--- config.mk ---
export PLATFORM = sky130hd
export DESIGN_NAME = channel_accumulated_row_dot_product
export DESIGN_NICKNAME = d
export VERILOG_FILES = /design/src/crdp_pkg.sv /design/src/crdp_ram.sv /design/src/crdp_mul.sv /design/src/crdp_sum.sv /design/src/channel_accumulated_row_dot_product.sv
export SDC_FILE = /design/constraint.sdc
export NUM_CORES = 1
export LEC_CHECK = 0
export BUFFER_PORTS_ARGS = -buffer_cell sky130_fd_sc_hd__buf_4
export CAP_MARGIN = 25
export CORE_MARGIN = 1
export CORE_UTILIZATION = 35
export CTS_CLUSTER_DIAMETER = 80
export CTS_CLUSTER_SIZE = 12
export DETAILED_ROUTE_END_ITERATION = 8
export PLACE_DENSITY_LB_ADDON = 0.1
export SYNTH_ARGS = -nofsm -noshare
export SYNTH_HDL_FRONTEND = slang
export SYNTH_SLANG_ARGS = --single-unit
--- constraint.sdc ---
create_clock -name clk_i -period 4.8 [get_ports clk_i]
set_input_delay 0.24 -clock clk_i [delete_from_list [all_inputs] [get_ports clk_i]]
set_output_delay 0.24 -clock clk_i [all_outputs]
set_load 0.02 [all_outputs]
--- src/crdp_pkg.sv ---
// shared types, widths and helpers for the row dot product accumulator
// no dependencies
package crdp_pkg;

  localparam int RowW      = 4;
  localparam int ByteW     = 8;
  localparam int ProdW     = 2 * ByteW;
  localparam int SumW      = ProdW + 2;
  localparam int AccW      = 32;
  localparam int LaneMax   = 4;
  localparam int DefRows   = 16;
  localparam int DefLanes  = 4;
  localparam int InTdataW  = 72;
  localparam int OutTdataW = 40;

  typedef logic [ByteW-1:0] byte_t;
  typedef byte_t [LaneMax-1:0] lane_vec_t;
  typedef logic [LaneMax-1:0][ProdW-1:0] prod_vec_t;

  typedef struct packed {
    logic [RowW-1:0] row;
    logic            first;
  } tag_t;

  // row modulo rows by restoring subtraction over the row bits
  function automatic int slot_of(logic [RowW-1:0] row, int rows);
    int r;
    r = int'(row);
    for (int j = RowW - 1; j >= 0; j--) begin
      if (r >= (rows << j)) begin
        r = r - (rows << j);
      end
    end
    return r;
  endfunction

endpackage

--- src/crdp_ram.sv ---
// generic single write, single read ram with registered read data
// no dependencies
module crdp_ram #(
  parameter int Width = 32,
  parameter int Depth = 16,
  parameter int AddrW = (Depth > 1) ? $clog2(Depth) : 1
) (
  input  logic             clk_i,
  input  logic             we_i,
  input  logic [AddrW-1:0] waddr_i,
  input  logic [Width-1:0] wdata_i,
  input  logic             re_i,
  input  logic [AddrW-1:0] raddr_i,
  output logic [Width-1:0] rdata_o
);

  logic [Width-1:0] mem_q [Depth];
  logic [Width-1:0] rdata_q;

  always_ff @(posedge clk_i) begin
    if (we_i) begin
      mem_q[waddr_i] <= wdata_i;
    end
    if (re_i) begin
      rdata_q <= mem_q[raddr_i];
    end
  end

  assign rdata_o = rdata_q;

endmodule

--- src/crdp_mul.sv ---
// first stage: one signed byte multiplier per lane, registered
// depends on crdp_pkg
module crdp_mul #(
  parameter int LANES = crdp_pkg::DefLanes
) (
  input  logic                clk_i,
  input  logic                rst_ni,
  input  logic                en_i,
  input  logic                valid_i,
  input  crdp_pkg::tag_t      tag_i,
  input  crdp_pkg::lane_vec_t data_i,
  input  crdp_pkg::lane_vec_t weight_i,
  output logic                valid_o,
  output crdp_pkg::tag_t      tag_o,
  output crdp_pkg::prod_vec_t prod_o
);
  import crdp_pkg::*;

  logic      valid_q;
  tag_t      tag_q;
  prod_vec_t prod_d, prod_q;

  always_comb begin
    for (int l = 0; l < LaneMax; l++) begin
      if (l < LANES) begin
        prod_d[l] = ProdW'($signed(data_i[l]) * $signed(weight_i[l]));
      end else begin
        prod_d[l] = '0;
      end
    end
  end

  always_ff @(posedge clk_i or negedge rst_ni) begin
    if (!rst_ni) begin
      valid_q <= 1'b0;
    end else if (en_i) begin
      valid_q <= valid_i;
    end
  end

  always_ff @(posedge clk_i) begin
    if (en_i && valid_i) begin
      tag_q  <= tag_i;
      prod_q <= prod_d;
    end
  end

  assign valid_o = valid_q;
  assign tag_o   = tag_q;
  assign prod_o  = prod_q;

endmodule

--- src/crdp_sum.sv ---
// second stage: adder tree over the lane products, registered
// depends on crdp_pkg
module crdp_sum (
  input  logic                          clk_i,
  input  logic                          rst_ni,
  input  logic                          en_i,
  input  logic                          valid_i,
  input  crdp_pkg::tag_t                tag_i,
  input  crdp_pkg::prod_vec_t           prod_i,
  output logic                          valid_o,
  output crdp_pkg::tag_t                tag_o,
  output logic [crdp_pkg::SumW-1:0]     sum_o
);
  import crdp_pkg::*;

  logic            valid_q;
  tag_t            tag_q;
  logic [SumW-1:0] pair0, pair1, sum_d, sum_q;

  always_comb begin
    pair0 = SumW'($signed(prod_i[0])) + SumW'($signed(prod_i[1]));
    pair1 = SumW'($signed(prod_i[2])) + SumW'($signed(prod_i[3]));
    sum_d = pair0 + pair1;
  end

  always_ff @(posedge clk_i or negedge rst_ni) begin
    if (!rst_ni) begin
      valid_q <= 1'b0;
    end else if (en_i) begin
      valid_q <= valid_i;
    end
  end

  always_ff @(posedge clk_i) begin
    if (en_i && valid_i) begin
      tag_q <= tag_i;
      sum_q <= sum_d;
    end
  end

  assign valid_o = valid_q;
  assign tag_o   = tag_q;
  assign sum_o   = sum_q;

endmodule

--- src/channel_accumulated_row_dot_product.sv ---
// top level: lane multiply, adder tree and per row accumulate with output register
// depends on crdp_pkg, crdp_mul, crdp_sum and crdp_ram
//
// Each request carries one row of one channel: LANES signed byte pairs are
// multiplied, summed and added to that row's 32-bit accumulator, which the
// first-channel flag in tuser clears first. The result (row and new sum)
// leaves the output register, and a new request is taken every cycle unless
// the result side stalls: multiply, adder tree and accumulate are three register
// stages, and the accumulator store is a ram whose read is issued one stage
// early, with the value just written forwarded to a following request on the
// same row. Back pressure on the result side stalls only the stages that hold
// data. Rows at or above ROWS wrap onto entry row modulo ROWS; an entry read
// before any first-channel request has written it gives an arbitrary sum.
module channel_accumulated_row_dot_product #(
  parameter int ROWS  = crdp_pkg::DefRows,
  parameter int LANES = crdp_pkg::DefLanes
) (
  input  logic                           clk_i,
  input  logic                           rst_ni,
  input  logic                           s_axis_tvalid,
  output logic                           s_axis_tready,
  // row[3:0], data_0..data_3, weight_0..weight_3 (8 bits each), zero pad
  input  logic [crdp_pkg::InTdataW-1:0]  s_axis_tdata,
  // first_channel
  input  logic                           s_axis_tuser,
  output logic                           m_axis_tvalid,
  input  logic                           m_axis_tready,
  // out_row[3:0], row_sum[35:4], zero pad
  output logic [crdp_pkg::OutTdataW-1:0] m_axis_tdata
);
  import crdp_pkg::*;

  localparam int SlotW = (ROWS > 1) ? $clog2(ROWS) : 1;

  tag_t            in_tag, tag1, tag2;
  lane_vec_t       in_data, in_weight;
  prod_vec_t       prod1;
  logic            v1, v2;
  logic [SumW-1:0] sum2;
  logic            en1, en2, en3;
  logic [SlotW-1:0] slot1, slot2;
  logic [AccW-1:0] rdata, base, acc;

  logic            fwd_d, fwd_q;
  logic [AccW-1:0] fwd_data_q;
  logic            out_valid_q;
  logic [RowW-1:0] out_row_q;
  logic [AccW-1:0] out_sum_q;

  always_comb begin
    in_tag.row   = s_axis_tdata[RowW-1:0];
    in_tag.first = s_axis_tuser;
    for (int l = 0; l < LaneMax; l++) begin
      in_data[l]   = s_axis_tdata[RowW + l*ByteW +: ByteW];
      in_weight[l] = s_axis_tdata[RowW + (LaneMax + l)*ByteW +: ByteW];
    end
  end

  assign en3 = !out_valid_q || m_axis_tready;
  assign en2 = en3 || !v2;
  assign en1 = en2 || !v1;
  assign s_axis_tready = en1;

  crdp_mul #(
    .LANES(LANES)
  ) u_mul (
    .clk_i   (clk_i),
    .rst_ni  (rst_ni),
    .en_i    (en1),
    .valid_i (s_axis_tvalid),
    .tag_i   (in_tag),
    .data_i  (in_data),
    .weight_i(in_weight),
    .valid_o (v1),
    .tag_o   (tag1),
    .prod_o  (prod1)
  );

  crdp_sum u_sum (
    .clk_i  (clk_i),
    .rst_ni (rst_ni),
    .en_i   (en2),
    .valid_i(v1),
    .tag_i  (tag1),
    .prod_i (prod1),
    .valid_o(v2),
    .tag_o  (tag2),
    .sum_o  (sum2)
  );

  assign slot1 = SlotW'(slot_of(tag1.row, ROWS));
  assign slot2 = SlotW'(slot_of(tag2.row, ROWS));

  crdp_ram #(
    .Width(AccW),
    .Depth(ROWS)
  ) u_acc_ram (
    .clk_i  (clk_i),
    .we_i   (en3 && v2),
    .waddr_i(slot2),
    .wdata_i(acc),
    .re_i   (en2 && v1),
    .raddr_i(slot1),
    .rdata_o(rdata)
  );

  always_comb begin
    if (tag2.first) begin
      base = '0;
    end else if (fwd_q) begin
      base = fwd_data_q;
    end else begin
      base = rdata;
    end
    acc   = base + {{(AccW-SumW){sum2[SumW-1]}}, sum2};
    // the item in stage two writes on the same edge the next one reads
    fwd_d = v2 && en3 && (slot1 == slot2);
  end

  always_ff @(posedge clk_i or negedge rst_ni) begin
    if (!rst_ni) begin
      fwd_q       <= 1'b0;
      out_valid_q <= 1'b0;
    end else begin
      if (en2) begin
        fwd_q <= fwd_d;
      end
      if (en3) begin
        out_valid_q <= v2;
      end
    end
  end

  always_ff @(posedge clk_i) begin
    if (en2 && fwd_d) begin
      fwd_data_q <= acc;
    end
    if (en3 && v2) begin
      out_row_q <= tag2.row;
      out_sum_q <= acc;
    end
  end

  assign m_axis_tvalid = out_valid_q;
  assign m_axis_tdata  = {{(OutTdataW-AccW-RowW){1'b0}}, out_sum_q, out_row_q};

endmodule

Word-level counts from Yosys, hierarchy flattened
Memory sizes are Yosys's and may differ from the RTL's. A register that Yosys moved wholly into a read port is not among the register bits.
Index checks and enable logic that the tools add are counted.
Widths: inputs -> output; s select.
- register bits after elaboration: 164
- memory bits (writable): 512
- input port bits: 77
- output and inout bits: 42
- logic and storage cells: 41
- memories kept: 1
- memory list (name ; words ; bits a word ; rd ports ; clocked after Yosys merged registers in ; wr ports ; line ; source):
    u_acc_ram.mem_q ; 16 ; 32 ; 1 ; 1 ; 1 ; crdp_ram.sv:17 ; logic [Width-1:0] mem_q [Depth];
- $add $sub $neg: 4
- multipliers: 4
- equality and inequality tests: 1
- muxes and demuxes: 4
- reduce and logical (&&, ||, !) cells: 11
- operator list (operator ; number):
    $mul 8x8->16 ; 4
    $mux 32 ; 2
    $add 16x16->17 ; 2
    $add 32x32->32 ; 1
    $add 18x18->18 ; 1
    $logic_and 1x1->1 ; 5
    $eq 4x4->1 ; 1
    $logic_not 1->1 ; 3
    $logic_or 1x1->1 ; 3
    $mux 1 ; 2

Depth between registers and ports, before layout
- depth after elaboration: 5
- gate-level depth with buffers: 18
- gate-level depth less buffers: 18

Modules after synthesis
From an unflattened synthesis, not the netlist that was laid out.
- cell total of the unflattened synthesis: 2665
- area total of the unflattened synthesis: 39058.7 µm²
- modules (own cells, without submodules) (module ; times used ; cells an instance ; area an instance (µm²) ; seq. area each (µm²)):
    crdp_ram ; 1 ; 838 ; 20174.3 ; 16335.7
    crdp_mul ; 1 ; 1191 ; 12066.6 ; 2097.0
    channel_accumulated_row_dot_product ; 1 ; 385 ; 4341.7 ; 2092.0
    crdp_sum ; 1 ; 251 ; 2476.1 ; 715.7

Worst setup path after synthesis
Ideal clock, no wire load.
- path type: register to register
- from: register out_valid_q (netlist: m_axis_tvalid)
- to: memory u_acc_ram.mem_q[3][0] (enable)
- setup time: 0.461 ns
- arrival: 3.958 ns
- required time: 4.339 ns
- setup slack: 0.381 ns
- cell stages (with the launch flop): 6
- buffers on the path: 0
- clock period less this slack: 4.419 ns
- cell sequence: dfrtp_1 -> nand2b_1 -> nand2_1 -> inv_1 -> nand3_1 -> nor3_1
- word-level cells in the longest chain between the ends: 5
- RTL lines (what ; line ; source):
    start, declared ; channel_accumulated_row_dot_product.sv:46 ; logic out_valid_q;
    start signal, assigned ; channel_accumulated_row_dot_product.sv:129 ; out_valid_q <= v2;
    $logic_not 1->1 ; channel_accumulated_row_dot_product.sv:59 ; assign en3 = !out_valid_q || m_axis_tready;
    $logic_or 1x1->1 ; channel_accumulated_row_dot_product.sv:59 ;
    $logic_and 1x1->1 ; channel_accumulated_row_dot_product.sv:99 ; .we_i (en3 && v2),
    via u_acc_ram.we_i ; crdp_ram.sv:9 ; input logic we_i,
    $mux 1 ; crdp_ram.sv:21 ; if (we_i) begin
    $mux 1 (not written as such) ; crdp_ram.sv:22 ; mem_q[waddr_i] <= wdata_i;
    end, declared ; crdp_ram.sv:17 ;
The timed path passes the listed nets, and every way through them passes these cells.

Final worst setup path
- from: register u_mul.prod_q (netlist bit u_mul.prod_o[0])
- to: register u_sum.sum_q[17] (netlist: u_sum.sum_o[17]), data pin
- word-level cells in the longest chain between the ends: 2
- RTL lines (what ; line ; source):
    start, declared ; crdp_mul.sv:21 ; prod_vec_t prod_d, prod_q;
    start signal, assigned ; crdp_mul.sv:44 ; prod_q <= prod_d;
    $add 16x16->17 ; crdp_sum.sv:21 ; pair0 = SumW'($signed(prod_i[0])) + SumW'($signed(prod_i[1]));
    $add 18x18->18 ; crdp_sum.sv:23 ; sum_d = pair0 + pair1;
    via u_sum.sum_d[17] ; crdp_sum.sv:18 ; logic [SumW-1:0] pair0, pair1, sum_d, sum_q;
    end signal, assigned ; crdp_sum.sv:37 ; sum_q <= sum_d;
    end, declared ; crdp_sum.sv:18 ;
The timed path passes the listed nets, and every way through them passes these cells.
A chain may end at the register's enable or synchronous reset.

==> run_results.csv <==
group,metric,value,unit
pwr,ir_drop,0.000608,V
synthesis,synth_edf_count,704,
cts,cts_sinks,708,
job,max_cap_violations,0,
cts,htreeDepth,3,
cts,cts_tree,"yes",
cells_and_area,n_antenna_cell,0,
global_routing,grt_max_degree,69,
timing,skew,0.0188,ns
cells_and_area,drive_above_1_share,16.2,%
cells_and_area,finalInstanceArea,44700,um2
pwr,net-switching-power,10.2,mW
synthesis,syn_avg_cell_area,14.7,um2
cells_and_area,layout.nets,3375,
timing,final.setup.tns,0,ns
timing,setup_violations,0,
cts,postCtsSetupBuffers,0,
hold_path,hold_path.class,"in -> reg",
outcome,outcome,"complete, no violations",
synthesis,synth_area_leaders,"edfxtp_1 54%, fa_1 11%, mux4_2 9.1%, ha_1 6.2%, inv_1 3.5%",
timing,maxSlewViolCount,0,
global_routing,antenna_found_initial,0,
synthesis,synthCells,2674,
drt,drtIter0Drc,1123,
timing,max_freq,226,MHz
synthesis,yosysMostFrequentCell,"edfxtp_1",
synthesis,syn_area,39400,um2
placed_design,dp_hpwl,59400,um
pwr,finalPower,28.0,mW
cts,cts_root_buf,"clkbuf_16",
global_routing,grt_pass1_wl,141000,um
timing,hold_viol,0,
pwr,p_int,17.8,mW
drt,drt-total-wl,90000,um
drt,viasPerCell,4.92,
synthesis,synthFlopType,"edfxtp_1",
setup_path,critical_path_class,"reg -> reg",
cells_and_area,multiInputGateArea,16700,um2
cts,path_clk_slew,0.06,ns
setup_path,slowest_stage,"a221oi_1",
synthesis,synth_top_area_share,53.6,%
synthesis,async_reset_ff_share,0.565,%
placed_design,port_buffers,110,
floorplanning,fp.dieH,338,um
global_routing,grt_pass1_vias,23300,
floorplanning,start_util,35.5,%
cts,clockBufferDepth,3,
pwr,power.density,626,nW/um2
setup_path,cp-start-kind,"flop",
setup_path,cp-end-kind,"flop",
cells_and_area,area.sequential,21200,um2
pwr,p_sw_share,36.5,%
global_routing,grt_use_total,16.3,%
synthesis,yosysUniqueCellTypes,74,
setup_path,cp_data_required_time,5.25,ns
synthesis,synth_top_cell_by_area,"edfxtp_1",
synthesis,yosysWarnings,0,
synthesis,synth_commonest_cells,"704 x edfxtp_1, 368 x inv_1, 224 x fa_1",
global_routing,grt_overflow,0,
timing,tightest_slew,0.978,ns
setup_path,worst-path-max-fanout,5,
setup_path,worstPathArrival,4.88,ns
cells_and_area,fillers,10400,
drt,vias,21600,
setup_path,crit_chain,"ha_1 -> fa_1 -> a21o_1 -> a21oi_1 -> nor2b_1 -> or2_2 -> nor2_1 -> o21bai_1 -> a21oi_1 -> xnor2_1 -> ha_1 -> nand4_1 -> nor2_1 -> a221oi_1 -> a21oi_1 -> o221a_2 -> o21ai_1 -> a31o_2",
placed_design,place_area,42500,um2
timing,finalCriticalPeriod,4.43,ns
cells_and_area,area_growth,13.3,%
cells_and_area,layout.cells.non_filler,4387,
floorplanning,core_area,111000,um2
timing,fin_crit_sh,92.4,%
pwr,comb_power_share,46.1,%
floorplanning,io_pins,119,
setup_path,crit_path_max_incr_delay,0.52,ns
timing,rsz0062_at_grt,"false",
drt,ant_nets,0,
drt,highest_layer,"met4",
cts,cts_buffers,71,
drt,wl_met3,2910,um
placed_design,placedCellCount,4282,
placed_design,gp_congestion,0.847,
floorplanning,row_count,122,
setup_path,cp_common_cell,"a21oi_1",
synthesis,yosysSeqAreaShare,53.9,%
drt,drc,0,
cts,clock_latency,0.62,ns
drt,wl_per_cell,20.5,um
floorplanning,die_area,114000,um2
pwr,p_clk_share,18.3,%
timing,slew_headroom,34.6,%
pwr,power.leakage,17.0,nW
floorplanning,die-width,338,um
drt,drtPass1Iterations,5,
pwr,p_seq_share,35.6,%
drt,m1WireLength,39800,um
drt,wl_met2,45600,um
setup_path,worst-r2r-setup-slack,0.37,ns
synthesis,ys_ff_latch,708,
-- state kept, by name (all words and copies together), names as in the netlist --
signal             count
u_acc_ram.mem_q      512
u_sum.tag_o            5
fwd_q                  1
u_mul.tag_o            5
out_row_q              4
m_axis_tvalid          1
u_mul.prod_o          64
u_sum.sum_o           18
u_acc_ram.rdata_o     32
fwd_data_q            32
out_sum_q             32
u_mul.valid_o          1
u_sum.valid_o          1
-- worst paths after layout --
check                            startpoint          endpoint  cells after the start
max in group asynchronous            rst_ni             fwd_q                      3
min reg2reg                  u_mul.tag_o[0]    u_sum.tag_o[0]                      0
max                         u_mul.prod_o[0]   u_sum.sum_o[17]                     18
min in group asynchronous            rst_ni             fwd_q                      3
max reg2reg                 u_mul.prod_o[0]   u_sum.sum_o[17]                     18
min                        s_axis_tdata[12]  u_mul.prod_o[16]                      2
-- stage by stage --
step	worst slack (ns)	util, %	hold slack, ns
final	0.366	40.2	0.0438
after global routing	0.0953	40.2	0.0419
after CTS	0.376	40.2	0.00880
after detailed placement	0.148	38.3	0.0422
after global placement	0.144	38.2	0.0357
after floorplan	0.381	-	-0.0556
-- worst max-delay path: cells and delay by family (launching register included) --
family	cells	cell delay, ns
compound gates	9	2.12
simple gates	5	0.64
fa+ha+maj	3	0.96
flops	1	0.37
xor+xnor	1	0.17
-- power groups by stage --
stage,Sequential [mW],Combinational (mW),Clock (mW)
detailed placement,10.1,13.1,0
global route,10.0,14.6,5.50
CTS,9.99,13.2,5.30
finish,9.96,12.9,5.13
floorplan,10.1,9.21,0
global placement,10.1,12.7,0
-- metal layers --
metal  up-vias  GRT usage [%]
met5         -              0
met4         0           3.99
met3        96           2.00
met2       347           28.7
met1     11200           21.3
li1       9932              -
-- cell families after synthesis --
logic type / Yosys count / share of synthesized area, %
buffers and inverters: 428 / 4.24
muxes: 201 / 10.2
and+or+nand+nor: 524 / 6.81
adders and majority gates: 420 / 17.6
other: 1 / 0.00951
AOI/OAI and AO/OA: 262 / 4.42
DFF: 708 / 53.9
xor gates and xnor gates: 130 / 2.89
-- layout by cell type (no fill, tap or decap), types with 28 or more instances in the layout --
cell | Yosys | routed
a21oi_1 | 76 | 76
xor2_1 | 28 | 28
clkbuf_16 | 0 | 72
and2_1 | 170 | 168
xnor2_1 | 102 | 101
nor2b_1 | 41 | 41
nand2_1 | 106 | 106
edfxtp_1 | 704 | 704
fa_1 | 224 | 224
nor2_1 | 122 | 109
ha_1 | 196 | 196
inv_1 | 368 | 367
buf_4 | 7 | 173
a21o_1 | 43 | 43
mux2i_1 | 37 | 37
mux4_2 | 160 | 160
o21ai_1 | 28 | 28
-- final cells by class --
cell class | instances | area share (%)
inverter | 368 | 3.09
multi-input combinational | 1541 | 37.3
tap | 1488 | 4.17
clock buffer | 81 | 4.11
sequential | 708 | 47.5
timing repair buffer | 188 | 3.39
clock inverter | 13 | 0.400
-- timing repair --
item / 4_1_cts / 5_1_grt
setup endpoints to repair: 0 / 0
hold buffers: 9 / 0
resized for setup: 0 / 0
hold endpoints to repair: 11 / 0
Power figures use the tool's default switching activity.
